### src/lna_pkg.sv
// ----------------------------------------------------------------------------
// lna_pkg
// Shared types, sizes and codes of the landmark nearest-association block.
// ----------------------------------------------------------------------------
`default_nettype none

package lna_pkg;

  // Table geometry.
  localparam int LANDMARK_DEPTH = 64;
  localparam int IDX_W          = $clog2(LANDMARK_DEPTH);
  localparam int USED_W         = $clog2(LANDMARK_DEPTH + 1);

  // Sighting count saturates the blend weight at COUNT_CAP; stored value reaches COUNT_CAP+1.
  localparam int COUNT_CAP = 5;
  localparam int CNT_W     = $clog2(COUNT_CAP + 2);

  // Field widths.
  localparam int POS_W      = 16;
  localparam int GATE_W     = 15;
  localparam int LM_IDX_W   = 6;
  localparam int CFG_IDX_W  = 2;
  localparam int DIST_W     = POS_W + 2;
  // Blend numerator c*old + obs and its magnitude.
  localparam int SUM_W      = POS_W + CNT_W + 1;
  localparam int MAG_W      = SUM_W - 1;

  // Gate reset values (0.05 m and 0.15 m in Q3.12).
  localparam logic [GATE_W-1:0] ASSOC_GATE_RST = GATE_W'(205);
  localparam logic [GATE_W-1:0] NEW_GATE_RST   = GATE_W'(614);

  // Configuration register indexes.
  localparam logic [CFG_IDX_W-1:0] CFG_ASSOC_GATE = CFG_IDX_W'(0);
  localparam logic [CFG_IDX_W-1:0] CFG_NEW_GATE   = CFG_IDX_W'(1);

  // Result status codes.
  typedef enum logic [1:0] {
    ST_ASSOC   = 2'd0,
    ST_NEW     = 2'd1,
    ST_OUTLIER = 2'd2,
    ST_FULL    = 2'd3
  } status_e;

  // One landmark table entry.
  typedef struct packed {
    logic signed [POS_W-1:0] x;
    logic signed [POS_W-1:0] y;
    logic [CNT_W-1:0]        cnt;
  } entry_t;

  // Write request into the landmark table.
  typedef struct packed {
    logic             en;
    logic [IDX_W-1:0] addr;
    entry_t           data;
  } tbl_wr_t;

  // Read request into the landmark table.
  typedef struct packed {
    logic             en;
    logic [IDX_W-1:0] addr;
  } tbl_rd_t;

endpackage

`default_nettype wire

### src/lna_table_ram.sv
// ----------------------------------------------------------------------------
// lna_table_ram
// Landmark table: one write port and one read port, registered read data.
// ----------------------------------------------------------------------------
`default_nettype none

module lna_table_ram
  import lna_pkg::*;
(
  input  wire logic    clk_i,
  input  wire tbl_wr_t wr_i,
  input  wire tbl_rd_t rd_i,
  output entry_t       rdata_o
);

  entry_t mem [LANDMARK_DEPTH];
  entry_t rdata_q;

  // Synchronous write and read; the read data appears in the cycle after the read.
  always_ff @(posedge clk_i) begin
    if (wr_i.en) begin
      mem[wr_i.addr] <= wr_i.data;
    end
    if (rd_i.en) begin
      rdata_q <= mem[rd_i.addr];
    end
  end

  assign rdata_o = rdata_q;

endmodule

`default_nettype wire

### src/lna_blend_div.sv
// ----------------------------------------------------------------------------
// lna_blend_div
// Signed divide of the blend numerator by a small count, one bit a cycle.
// ----------------------------------------------------------------------------
`default_nettype none

module lna_blend_div
  import lna_pkg::*;
(
  input  wire logic                    clk_i,
  input  wire logic                    rst_ni,
  input  wire logic                    start_i,
  input  wire logic signed [SUM_W-1:0] dividend_i,
  input  wire logic [CNT_W-1:0]        divisor_i,
  output logic                         done_o,
  output logic signed [POS_W-1:0]      quotient_o
);

  localparam int STEP_W = $clog2(MAG_W + 1);

  logic              busy_q;
  logic              done_q;
  logic [STEP_W-1:0] step_q;
  logic [MAG_W-1:0]  work_q;
  logic [CNT_W-1:0]  rem_q;
  logic [CNT_W-1:0]  dsr_q;
  logic              neg_q;

  logic [SUM_W-1:0]  mag_full;
  logic [CNT_W:0]    trial;
  logic [CNT_W:0]    trial_diff;
  logic              trial_ge;
  logic [MAG_W-1:0]  q_signed;

  // Magnitude of the dividend; the sign is restored at the end.
  assign mag_full = dividend_i[SUM_W-1] ? (~dividend_i + SUM_W'(1)) : dividend_i;

  // One restoring step: shift in the next dividend bit and try a subtract.
  assign trial      = {rem_q, work_q[MAG_W-1]};
  assign trial_diff = trial - {1'b0, dsr_q};
  assign trial_ge   = (trial >= {1'b0, dsr_q});

  always_ff @(posedge clk_i or negedge rst_ni) begin
    if (!rst_ni) begin
      busy_q <= 1'b0;
      done_q <= 1'b0;
      step_q <= '0;
    end else begin
      done_q <= 1'b0;
      if (start_i) begin
        busy_q <= 1'b1;
        step_q <= '0;
      end else if (busy_q) begin
        if (step_q == STEP_W'(MAG_W - 1)) begin
          busy_q <= 1'b0;
          done_q <= 1'b1;
        end
        step_q <= step_q + STEP_W'(1);
      end
    end
  end

  // Datapath: the quotient bits shift into the low end of the work register.
  always_ff @(posedge clk_i) begin
    if (start_i) begin
      work_q <= mag_full[MAG_W-1:0];
      rem_q  <= '0;
      dsr_q  <= divisor_i;
      neg_q  <= dividend_i[SUM_W-1];
    end else if (busy_q) begin
      work_q <= {work_q[MAG_W-2:0], trial_ge};
      rem_q  <= trial_ge ? trial_diff[CNT_W-1:0] : trial[CNT_W-1:0];
    end
  end

  // Truncation toward zero: negate the magnitude quotient when needed.
  assign q_signed   = neg_q ? (~work_q + MAG_W'(1)) : work_q;
  assign quotient_o = q_signed[POS_W-1:0];
  assign done_o     = done_q;

endmodule

`default_nettype wire

### src/landmark_nearest_association.sv
// ----------------------------------------------------------------------------
// landmark_nearest_association
// Nearest-landmark association by Manhattan distance with merge and append.
// ----------------------------------------------------------------------------
//
//   Channel  Direction  Handshake                  Payload
//   in       sink       in_valid_i / in_stall_o    obs_x_i, obs_y_i, frame_start_i
//   out      source     out_valid_o / out_stall_i  landmark_index_o, status_o
//   cfg      sink       cfg_valid_i / cfg_ready_o  cfg_index_i, cfg_data_i
//
// One observation is handled at a time. A search issues one table read per
// stored entry, compares each entry once its read data returns and then
// closes; a merge adds a pass through the bit-serial dividers. A dropped item
// then goes straight to its result, an appended one first writes the table,
// and a bulk append skips the search. A finished result moves into the
// output register; while a previous result is still stalled there, the
// new one waits and the input stays stalled.
// Reset clears the control state and the entry count; table contents stay
// undefined and are never read before written. Configuration is always ready.
// ----------------------------------------------------------------------------
`default_nettype none

module landmark_nearest_association
  import lna_pkg::*;
(
  input  wire logic                    clk_i,
  input  wire logic                    rst_ni,
  // Observation channel
  input  wire logic                    in_valid_i,
  output logic                         in_stall_o,
  input  wire logic signed [POS_W-1:0] obs_x_i,
  input  wire logic signed [POS_W-1:0] obs_y_i,
  input  wire logic                    frame_start_i,
  // Result channel
  output logic                         out_valid_o,
  input  wire logic                    out_stall_i,
  output logic [LM_IDX_W-1:0]          landmark_index_o,
  output logic [1:0]                   status_o,
  // Configuration channel
  input  wire logic                    cfg_valid_i,
  output logic                         cfg_ready_o,
  input  wire logic [CFG_IDX_W-1:0]    cfg_index_i,
  input  wire logic [GATE_W-1:0]       cfg_data_i
);

  // Sequencer states.
  localparam logic [2:0] S_IDLE   = 3'd0;
  localparam logic [2:0] S_SCAN   = 3'd1;
  localparam logic [2:0] S_DECIDE = 3'd2;
  localparam logic [2:0] S_DIV    = 3'd3;
  localparam logic [2:0] S_APPEND = 3'd4;
  localparam logic [2:0] S_RESULT = 3'd5;

  function automatic logic [POS_W:0] abs_diff(input logic signed [POS_W-1:0] a,
                                              input logic signed [POS_W-1:0] b);
    logic signed [POS_W:0] d;
    d = {a[POS_W-1], a} - {b[POS_W-1], b};
    return d[POS_W] ? (~d + (POS_W+1)'(1)) : d;
  endfunction

  logic [2:0]              state_q, state_d;
  logic [GATE_W-1:0]       assoc_gate_q, new_gate_q;
  logic signed [POS_W-1:0] obs_x_q, obs_y_q;
  logic                    bulk_q, bulk_d;
  logic [USED_W-1:0]       used_q;
  logic [USED_W-1:0]       scan_cnt_q;
  logic                    cmp_vld_q;
  logic [IDX_W-1:0]        cmp_idx_q;
  logic                    best_vld_q;
  logic [IDX_W-1:0]        best_idx_q;
  logic [DIST_W-1:0]       best_d_q;
  entry_t                  best_q;
  logic [IDX_W-1:0]        res_idx_q;
  status_e                 res_status_q;
  logic                    out_valid_q;
  logic [LM_IDX_W-1:0]     out_idx_q;
  logic [1:0]              out_status_q;

  logic                    in_fire;
  logic                    issue;
  logic                    out_free;
  logic                    scan_done;
  logic                    table_full;
  entry_t                  rdata;
  logic [DIST_W-1:0]       cur_d;
  logic                    take;
  logic                    merge;
  logic                    far;
  logic [CNT_W-1:0]        c_lim;
  logic [CNT_W-1:0]        c_inc;
  logic signed [SUM_W-1:0] sum_x, sum_y;
  logic                    div_start;
  logic                    div_x_done, div_y_done;
  logic                    div_done;
  logic signed [POS_W-1:0] qx, qy;
  tbl_wr_t                 tbl_wr;
  tbl_rd_t                 tbl_rd;

  assign in_fire    = in_valid_i && (state_q == S_IDLE);
  assign in_stall_o = (state_q != S_IDLE);
  assign out_free   = !(out_valid_q && out_stall_i);
  assign cfg_ready_o = 1'b1;

  // Bulk-frame flag as seen by the item now entering.
  assign bulk_d = frame_start_i ? (used_q == '0) : bulk_q;

  // Search pipeline: issue one read a cycle, compare the entry in the cycle after its read.
  assign issue     = (state_q == S_SCAN) && (scan_cnt_q < used_q);
  assign scan_done = (state_q == S_SCAN) && !issue && !cmp_vld_q;
  assign cur_d     = DIST_W'(abs_diff(rdata.x, obs_x_q)) + DIST_W'(abs_diff(rdata.y, obs_y_q));
  // Ties go to the later entry.
  assign take      = !best_vld_q || (cur_d <= best_d_q);

  // Gate tests on the nearest distance.
  assign merge = (best_d_q < DIST_W'(assoc_gate_q));
  assign far   = (best_d_q > DIST_W'(new_gate_q));

  // Blend numerators c*old + obs with c capped at COUNT_CAP.
  assign c_lim = (best_q.cnt > CNT_W'(COUNT_CAP)) ? CNT_W'(COUNT_CAP) : best_q.cnt;
  assign c_inc = c_lim + CNT_W'(1);
  assign sum_x = SUM_W'($signed({1'b0, c_lim})) * SUM_W'($signed(best_q.x)) + SUM_W'(obs_x_q);
  assign sum_y = SUM_W'($signed({1'b0, c_lim})) * SUM_W'($signed(best_q.y)) + SUM_W'(obs_y_q);
  assign div_start = (state_q == S_DECIDE) && merge;

  // Both dividers run in lockstep, so the pair is done when both flags are up.
  assign div_done = div_x_done && div_y_done;

  assign table_full = (used_q == USED_W'(LANDMARK_DEPTH));

  // Table port requests. Items are handled one at a time, so a write-back
  // always lands before the next search reads the table.
  always_comb begin
    tbl_rd.en   = issue;
    tbl_rd.addr = scan_cnt_q[IDX_W-1:0];
    tbl_wr      = '0;
    if ((state_q == S_APPEND) && !table_full) begin
      tbl_wr.en        = 1'b1;
      tbl_wr.addr      = used_q[IDX_W-1:0];
      tbl_wr.data.x    = obs_x_q;
      tbl_wr.data.y    = obs_y_q;
      tbl_wr.data.cnt  = CNT_W'(1);
    end else if ((state_q == S_DIV) && div_done) begin
      tbl_wr.en        = 1'b1;
      tbl_wr.addr      = best_idx_q;
      tbl_wr.data.x    = qx;
      tbl_wr.data.y    = qy;
      tbl_wr.data.cnt  = c_inc;
    end
  end

  // Sequencer next state.
  always_comb begin
    state_d = state_q;
    case (state_q)
      S_IDLE: begin
        if (in_fire) begin
          state_d = (bulk_d || (used_q == '0)) ? S_APPEND : S_SCAN;
        end
      end
      S_SCAN: begin
        if (scan_done) begin
          state_d = S_DECIDE;
        end
      end
      S_DECIDE: begin
        if (merge) begin
          state_d = S_DIV;
        end else if (far) begin
          state_d = S_APPEND;
        end else begin
          state_d = S_RESULT;
        end
      end
      S_DIV: begin
        if (div_done) begin
          state_d = S_RESULT;
        end
      end
      S_APPEND: begin
        state_d = S_RESULT;
      end
      S_RESULT: begin
        if (out_free) begin
          state_d = S_IDLE;
        end
      end
      default: begin
        state_d = S_IDLE;
      end
    endcase
  end

  // Control registers.
  always_ff @(posedge clk_i or negedge rst_ni) begin
    if (!rst_ni) begin
      state_q      <= S_IDLE;
      assoc_gate_q <= ASSOC_GATE_RST;
      new_gate_q   <= NEW_GATE_RST;
      bulk_q       <= 1'b0;
      used_q       <= '0;
      cmp_vld_q    <= 1'b0;
      out_valid_q  <= 1'b0;
    end else begin
      state_q   <= state_d;
      cmp_vld_q <= issue;
      if (cfg_valid_i && cfg_ready_o) begin
        case (cfg_index_i)
          CFG_ASSOC_GATE: assoc_gate_q <= cfg_data_i;
          CFG_NEW_GATE:   new_gate_q   <= cfg_data_i;
          default: ;
        endcase
      end
      if (in_fire) begin
        bulk_q <= bulk_d;
      end
      if ((state_q == S_APPEND) && !table_full) begin
        used_q <= used_q + USED_W'(1);
      end
      if ((state_q == S_RESULT) && out_free) begin
        out_valid_q <= 1'b1;
      end else if (!out_stall_i) begin
        out_valid_q <= 1'b0;
      end
    end
  end

  // Search datapath and result staging.
  always_ff @(posedge clk_i) begin
    if (in_fire) begin
      obs_x_q    <= obs_x_i;
      obs_y_q    <= obs_y_i;
      scan_cnt_q <= '0;
      best_vld_q <= 1'b0;
    end
    if (issue) begin
      scan_cnt_q <= scan_cnt_q + USED_W'(1);
    end
    cmp_idx_q <= scan_cnt_q[IDX_W-1:0];
    // Keep the nearest entry's contents so a merge needs no second read.
    if (cmp_vld_q && take) begin
      best_vld_q <= 1'b1;
      best_idx_q <= cmp_idx_q;
      best_d_q   <= cur_d;
      best_q     <= rdata;
    end
    case (state_q)
      S_DECIDE: begin
        res_idx_q    <= '0;
        res_status_q <= ST_OUTLIER;
      end
      S_APPEND: begin
        res_idx_q    <= table_full ? '0 : used_q[IDX_W-1:0];
        res_status_q <= table_full ? ST_FULL : ST_NEW;
      end
      S_DIV: begin
        res_idx_q    <= best_idx_q;
        res_status_q <= ST_ASSOC;
      end
      default: ;
    endcase
    if ((state_q == S_RESULT) && out_free) begin
      out_idx_q    <= LM_IDX_W'(res_idx_q);
      out_status_q <= res_status_q;
    end
  end

  assign out_valid_o      = out_valid_q;
  assign landmark_index_o = out_idx_q;
  assign status_o         = out_status_q;

  lna_table_ram u_table (
    .clk_i   (clk_i),
    .wr_i    (tbl_wr),
    .rd_i    (tbl_rd),
    .rdata_o (rdata)
  );

  lna_blend_div u_div_x (
    .clk_i      (clk_i),
    .rst_ni     (rst_ni),
    .start_i    (div_start),
    .dividend_i (sum_x),
    .divisor_i  (c_inc),
    .done_o     (div_x_done),
    .quotient_o (qx)
  );

  // Runs in lockstep with the x divider; its done flag mirrors that one.
  lna_blend_div u_div_y (
    .clk_i      (clk_i),
    .rst_ni     (rst_ni),
    .start_i    (div_start),
    .dividend_i (sum_y),
    .divisor_i  (c_inc),
    .done_o     (div_y_done),
    .quotient_o (qy)
  );

endmodule

`default_nettype wire

### config.mk
export PLATFORM = sky130hd
export DESIGN_NAME = landmark_nearest_association
export DESIGN_NICKNAME = d
export VERILOG_FILES = /design/src/lna_pkg.sv /design/src/lna_table_ram.sv /design/src/lna_blend_div.sv /design/src/landmark_nearest_association.sv
export SDC_FILE = /design/constraint.sdc
export NUM_CORES = 2
export LEC_CHECK = 0
export BUFFER_PORTS_ARGS = -buffer_cell sky130_fd_sc_hd__buf_2
export CORE_ASPECT_RATIO = 1.2
export CORE_MARGIN = 1
export CORE_UTILIZATION = 40
export DETAILED_ROUTE_END_ITERATION = 8
export PLACE_DENSITY = 0.59
export SYNTH_ARGS = -nofsm -noshare
export SYNTH_HDL_FRONTEND = slang
export SYNTH_SLANG_ARGS = --single-unit
### constraint.sdc
create_clock -name clk_i -period 9.08 [get_ports clk_i]
set_input_delay 1.362 -clock clk_i [delete_from_list [all_inputs] [get_ports clk_i]]
set_output_delay 1.362 -clock clk_i [all_outputs]
set_load 0.05 [all_outputs]
Word-level counts from Yosys, hierarchy flattened
Memory sizes are Yosys's and may differ from the RTL's. A register that Yosys moved wholly into a read port is not among the register bits.
Cells that the tools add are included.
- register bits: 227
- bits in writable memories: 2240
- input bits: 55
- output and inout port bits: 11
- word-level logic and storage cells: 161
- memories kept: 1
- memory list (memory ; words ; bits a word ; read ports ; clocked after Yosys merged registers in ; write ports ; line ; source):
    u_table.mem ; 64 ; 35 ; 1 ; 1 ; 1 ; lna_table_ram.sv:16 ; entry_t mem [LANDMARK_DEPTH];
- $add $sub $neg: 18
- multiply operators: 2
- order comparisons: 7
- eq/ne operators: 14
- multiplexer cells: 50
- bitwise logic cells: 6
- reductions and logical operators: 29
- operators with widths (kind ; count):
    $mux 19 ; 6
    $mux 42 ; 2
    $add 20x16->20 ; 2
    $mul 4x16->20 ; 2
    $add 19x2->19 const B ; 2
    $not 19->19 ; 2
    $add 17x2->17 const B ; 2
    $mux 17 ; 2
    $not 17->17 ; 2
    $sub 16x16->17 ; 2
    $add 16x1->16 const B ; 2
    $mux 16 ; 2
    $not 16->16 ; 2
    $mux 3 ; 9
    $mux 5 ; 4
    $add 17x17->18 ; 1
    $gt 18x15->1 ; 1
    $le 18x18->1 ; 1
    $lt 18x15->1 ; 1
    $mux 1 ; 18
    $pmux 3 s6 ; 1
    $pmux 6 s3 ; 1
    $add 7x1->7 const B ; 2
    $mux 7 ; 2
    27 further kinds ; 55

Logic depth before layout (Yosys ltp)
- depth in word-level cells: 8
- depth in mapped cells: 34
- gate-level depth less buffers: 33

Hierarchy
Synthesis repeated with hierarchy kept, for this count alone.
- cells, all modules: 5890
- area total of the unflattened synthesis: 106133.0 µm²
- modules (own cells, without submodules) (module ; times used ; cells each ; area an instance (µm²) ; sequential area each (µm²)):
    lna_table_ram ; 1 ; 3835 ; 86518.0 ; 68315.5
    landmark_nearest_association ; 1 ; 1576 ; 15050.7 ; 4652.0
    lna_blend_div at u_div_x ; 1 ; 237 ; 2285.9 ; 925.9
    lna_blend_div at u_div_y ; 1 ; 242 ; 2278.4 ; 925.9

Worst setup path after synthesis
Ideal clock, no wire load.
- path type: flip-flop to flip-flop
- start point: register obs_y_q[0]
- end point: register best_d_q[0], enable pin
- library setup time: 423 ps
- arrival time: 7313 ps
- required time: 8657 ps
- path slack: 1344 ps
- stages on the path, launching flop included: 30
- buffers on the path: 0
- clock period less this slack: 7736 ps
- path through: edfxtp_1 > ha_1 > fa_1 > nand2b_1 > a21boi_0 > o21ai_0 > a21oi_1 > o211ai_1 > a21boi_0 > o31ai_1 > a31oi_1 > nor2_1 > xnor2_1 > ha_1 > nor2b_1 > o21ai_0 > a21boi_0 > o21ai_0 > a21boi_0 > o21ai_0 > a21oi_1 > o41ai_2 > or4b_2 > o211ai_1 > ha_1 > nand4_1 > nor4_1 > a21boi_0 > a21oi_1 > and2_1
- longest elaborated chain between the ends: 8
- RTL lines (element ; line ; source):
    from (decl) ; landmark_nearest_association.sv:63 ; logic signed [POS_W-1:0] obs_x_q, obs_y_q;
    from (signal assigned) ; landmark_nearest_association.sv:231 ; obs_y_q <= obs_y_i;
    $sub 16x16->17 (*) ; landmark_nearest_association.sv:57 ; d = {a[POS_W-1], a} - {b[POS_W-1], b};
    $not 17->17 ; landmark_nearest_association.sv:58 ; return d[POS_W] ? (~d + (POS_W+1)'(1)) : d;
    $add 17x2->17 ; landmark_nearest_association.sv:58 ;
    $mux 17 (*) ; landmark_nearest_association.sv:58 ;
    $add 17x17->18 (*) ; landmark_nearest_association.sv:110 ; assign cur_d = DIST_W'(abs_diff(rdata.x, obs_x_q)) + DIST_W'(abs_diff(rdata.y, obs_y_q));
    net cur_d[16] ; landmark_nearest_association.sv:85 ; logic [DIST_W-1:0] cur_d;
    $le 18x18->1 (*) ; landmark_nearest_association.sv:112 ; assign take = !best_vld_q || (cur_d <= best_d_q);
    $logic_or 1x1->1 (*) ; landmark_nearest_association.sv:112 ;
    $logic_and 1x1->1 (*) ; landmark_nearest_association.sv:240 ; if (cmp_vld_q && take) begin
    to (signal assigned) ; landmark_nearest_association.sv:243 ; best_d_q <= cur_d;
    to (decl) ; landmark_nearest_association.sv:71 ; logic [DIST_W-1:0] best_d_q;
Mark *: on every way through the listed nets, which the timed path passes. The rest lies on a longest branch.
A chain may end at the register's enable or synchronous reset.

Final worst setup path
- start point: register obs_y_q[0]
- end point: register best_idx_q[1], enable pin
- longest elaborated chain between the ends: 8
- RTL lines (element ; line ; source):
    $sub 16x16->17 (*) ; landmark_nearest_association.sv:57 ;
    $not 17->17 ; landmark_nearest_association.sv:58 ;
    $add 17x2->17 ; landmark_nearest_association.sv:58 ;
    $mux 17 (*) ; landmark_nearest_association.sv:58 ;
    $add 17x17->18 (*) ; landmark_nearest_association.sv:110 ;
    net cur_d[16] ; landmark_nearest_association.sv:85 ;
    $le 18x18->1 (*) ; landmark_nearest_association.sv:112 ;
    $logic_or 1x1->1 (*) ; landmark_nearest_association.sv:112 ;
    $logic_and 1x1->1 (*) ; landmark_nearest_association.sv:240 ;
    to (signal assigned) ; landmark_nearest_association.sv:242 ; best_idx_q <= cmp_idx_q;
    to (decl) ; landmark_nearest_association.sv:70 ; logic [IDX_W-1:0] best_idx_q;
Marks and branches as above.

==> results.py <==
metrics = {
    "run_status": {
        "outcome": "complete, no violations",
    },
    "final_layout": {
        "layout_commonest_cell": "edfxtp_1",
        "area_growth_syn_to_layout_pct": 12.6,
        "multi_input_area_sq_um": 29500,
        "regArea_sq_um": 74700,
        "final_cell_mix": "2432 x edfxtp_1, 735 x mux4_2, 294 x inv_1",
        "fillers": 21911,
        "final_layout_size_suffix_gt1_frac": 0.253,
        "fin_nets": 5908,
    },
    "route": {
        "drt_pre_antenna_iters": 5,
        "routed_wl_mm": 254,
        "wl_met3_mm": 12.5,
        "wl_met2_mm": 131,
        "via_per_inst": 5.57,
        "route.detailed.drc": 0,
        "drt_iter0_markers": 4481,
        "drt-wirelength-per-cell_um": 27.6,
        "ant_nets": 0,
        "m1WireLength_mm": 104,
        "vias": 51229,
        "top_layer": "met5",
    },
    "setup_path": {
        "cp-start-kind": "flop",
        "path_max_fanout": 49,
        "end_kind": "flop",
        "cp_num_buf_inv": 1,
        "slowest_stage": "or4b_2",
        "path_class": "flop to flop",
        "cp_data_arrival_time_ns": 8.68,
        "critPathMaxStageDelay_ns": 0.62,
        "crit_top_cell": "a21boi_0",
        "critPathTopFamily": "compound AO/OA/AOI/OAI gates",
        "crit_required_ns": 9.60,
    },
    "timing": {
        "rsz0062_at_grt": "no",
        "whs_ns": 0.398,
        "finalCriticalPeriod_ns": 8.16,
        "fin_crit_sh": 0.898,
        "clock_skew_ns": 0.0477,
        "finalMaxSlewViolations": 0,
        "max_slew_margin": 0.180,
        "fmax_ghz": 0.123,
        "tightestPinTransition_ns": 1.23,
        "setup-tns-final_ns": 0,
        "setup_viol": 0,
        "final_hold_viol_count": 0,
    },
    "logic_synthesis": {
        "synth-edff-count": 2432,
        "synth_cell_types": 93,
        "ys_warn_count": 0,
        "synth_cells": 5369,
        "async_flop_share": 0.0228,
        "syn_area_sq_um": 105000,
        "synth_flop_cell": "edfxtp_1",
        "yosysSeqAreaShare": 0.709,
        "syn_nets": 5697,
        "syn_avg_cell_area_sq_um": 19.6,
        "synth_seq_cells": 2502,
    },
    "floorplan": {
        "row_count": 206,
        "start_util": 0.402,
        "fp.dieArea_sq_um": 265000,
        "die_x_um": 471,
        "fp.dieH_um": 564,
        "core-area_sq_um": 262000,
        "ios": 66,
    },
    "clocking": {
        "cts_setup_buffers": 0,
        "cts_inserted_buffers": 234,
        "htree_levels": 4,
        "hold_buffers": 0,
        "clock_path_buffers": 4,
        "clkSlewWorstSetupHoldPaths_ns": 0.07,
        "cts.sinks": 2502,
        "cts_resized": 0,
        "clk_latency_ns": 0.88,
        "clockRootBuffer": "clkbuf_16",
        "cts_tree": "built",
    },
    "placed_design": {
        "dp_hpwl_mm": 152,
        "gp_congestion": 0.839,
        "io_buffers": 64,
    },
    "power": {
        "power_mw": 38.4,
        "power.leakage_nw": 39.2,
        "p_sw_mw": 13.1,
        "vdd_drop_max_mv": 0.250,
        "p_seq_frac": 0.369,
        "pwr-share-comb": 0.378,
        "power_density_nw_per_um2": 323,
        "p_clk_frac": 0.253,
        "sw_frac_of_total": 0.340,
        "intPower_mw": 25.3,
    },
    "global_routing": {
        "grt_max_degree": 140,
        "grt_pass1_wl_mm": 371,
        "grt_overflow_total": 0,
        "grt_usage": 0.191,
        "grt_pass1_vias": 52856,
        "antenna_found_initial": 17,
    },
    "run": {
        "cap_violations": 0,
    },
    "hold_path": {
        "hold_path_class": "primary input to async pin",
    },
}
## layout make-up
cell class / instances / area share
flip-flops and latches: 2502 / 0.630
multi-input cells: 2347 / 0.249
clock buffers: 278 / 0.0509
well taps: 3432 / 0.0362
repair buffers: 199 / 0.0127
clock inverters: 147 / 0.0119
inverters: 296 / 0.00936
diodes: 3 / 0.0000633
## state kept, by name, indices dropped and copies added (netlist names), 3 cells and up
register and cells:
u_table.mem 2240, best_q 35, u_table.rdata_o 35, u_div_x.work_q 19
u_div_y.work_q 19, best_d_q 18, obs_x_q 16, obs_y_q 16
assoc_gate_q 15, new_gate_q 15, scan_cnt_q 7, used_q 7
best_idx_q 6, cmp_idx_q 6, landmark_index_o 6, res_idx_q 6
u_div_x.step_q 5, u_div_y.step_q 5, state_q 3, u_div_x.dsr_q 3
u_div_x.rem_q 3, u_div_y.rem_q 3
## per-stage QoR
step | util | cell area, sq um | setup slack [ns] | instances
after floorplan | - | 105000 | 1.34 | 5369
final | 0.453 | 119000 | 0.925 | 9204
after CTS | 0.453 | 119000 | 1.01 | 9201
after global routing | 0.453 | 119000 | 0.303 | 9202
after detailed placement | 0.424 | 111000 | 1.07 | 8776
after global placement | 0.424 | 111000 | 1.15 | 8776
## Yosys cell counts, types with 6 or more instances
library cell | count | area [sq um]
fa_1 | 71 | 1420
xor2_1 | 74 | 648
mux2i_1 | 9 | 90.1
a21oi_1 | 117 | 586
mux2_2 | 19 | 214
nand2_1 | 184 | 691
or3_1 | 23 | 144
xnor2_1 | 103 | 902
dfrtp_1 | 47 | 1180
nand3_1 | 33 | 165
o41ai_1 | 8 | 70.1
or4_1 | 6 | 45.0
ha_1 | 202 | 2530
mux4_2 | 735 | 16600
nor2b_1 | 17 | 106
buf_2 | 19 | 95.1
dfxtp_1 | 13 | 260
a21o_1 | 51 | 383
dfstp_2 | 10 | 263
buf_1 | 47 | 176
o21ai_0 | 112 | 561
o211ai_1 | 14 | 105
a31oi_1 | 15 | 93.8
and2_1 | 83 | 519
nor4_1 | 11 | 68.8
nor3_1 | 33 | 165
clkbuf_1 | 156 | 586
a2111oi_2 | 6 | 90.1
inv_1 | 295 | 1110
a22o_1 | 11 | 96.3
or2_2 | 15 | 93.8
nor2_1 | 203 | 762
o21a_1 | 13 | 97.6
nor3b_1 | 6 | 45.0
o31ai_1 | 18 | 135
a21boi_0 | 8 | 60.1
edfxtp_1 | 2432 | 73000
and3_1 | 14 | 87.6
a211oi_1 | 12 | 90.1
nand2b_1 | 20 | 125
nand4_1 | 16 | 100
## per-layer routing
layer	up-vias	track usage
li1	22043	-
met1	27563	0.252
met2	1316	0.336
met3	305	0.0215
met4	2	0.0481
met5	-	0
## power groups by stage
stage | Clock, mW | Combinational [mW] | Sequential (mW)
2_1_floorplan | 0 | 10.5 | 14.3
3_3_place_gp | 0 | 14.5 | 14.4
3_5_place_dp | 0 | 14.5 | 14.4
4_1_cts | 9.93 | 14.6 | 14.2
5_1_grt | 10.3 | 15.8 | 14.2
6_report | 9.71 | 14.5 | 14.2
## cells by family (layout without fill, tap and decap cells)
logic type	count (synthesis)	count (layout)	share of synthesized area
buffers and inverters	520	920	0.0189
muxes	763	763	0.160
DFF	2502	2502	0.709
and+or+nand+nor	683	683	0.0314
xor gates and xnor gates	177	177	0.0147
other	1	4	0.0000356
adders and majority gates	273	273	0.0375
AOI/OAI and AO/OA	450	450	0.0283
## worst paths after layout
check / start / to / slack, ns / cells after the start
setup / recovery: obs_y_q[0] / best_idx_q[1] / 0.92 / 30
hold / removal: rst_ni / assoc_gate_q[8] / 0.40 / 1
setup reg to reg: obs_y_q[0] / best_idx_q[1] / 0.92 / 30
hold reg to reg: cmp_idx_q[5] / best_idx_q[5] / 0.41 / 0
max in group asynchronous: rst_ni / assoc_gate_q[11] / 7.75 / 2
min in group clk_i: cmp_idx_q[5] / best_idx_q[5] / 0.41 / 0
## worst register-to-register path, delay by kind of cell (launching register included)
kind | cells | cell delay, ns
and+or+nand+nor | 7 | 1.76
adders and majority gates | 4 | 1.21
xor gates and xnor gates | 1 | 0.16
buffers and inverters | 1 | 0.32
AOI/OAI and AO/OA | 17 | 3.81
DFF | 1 | 0.43
Power figures use the tool's default switching activity.
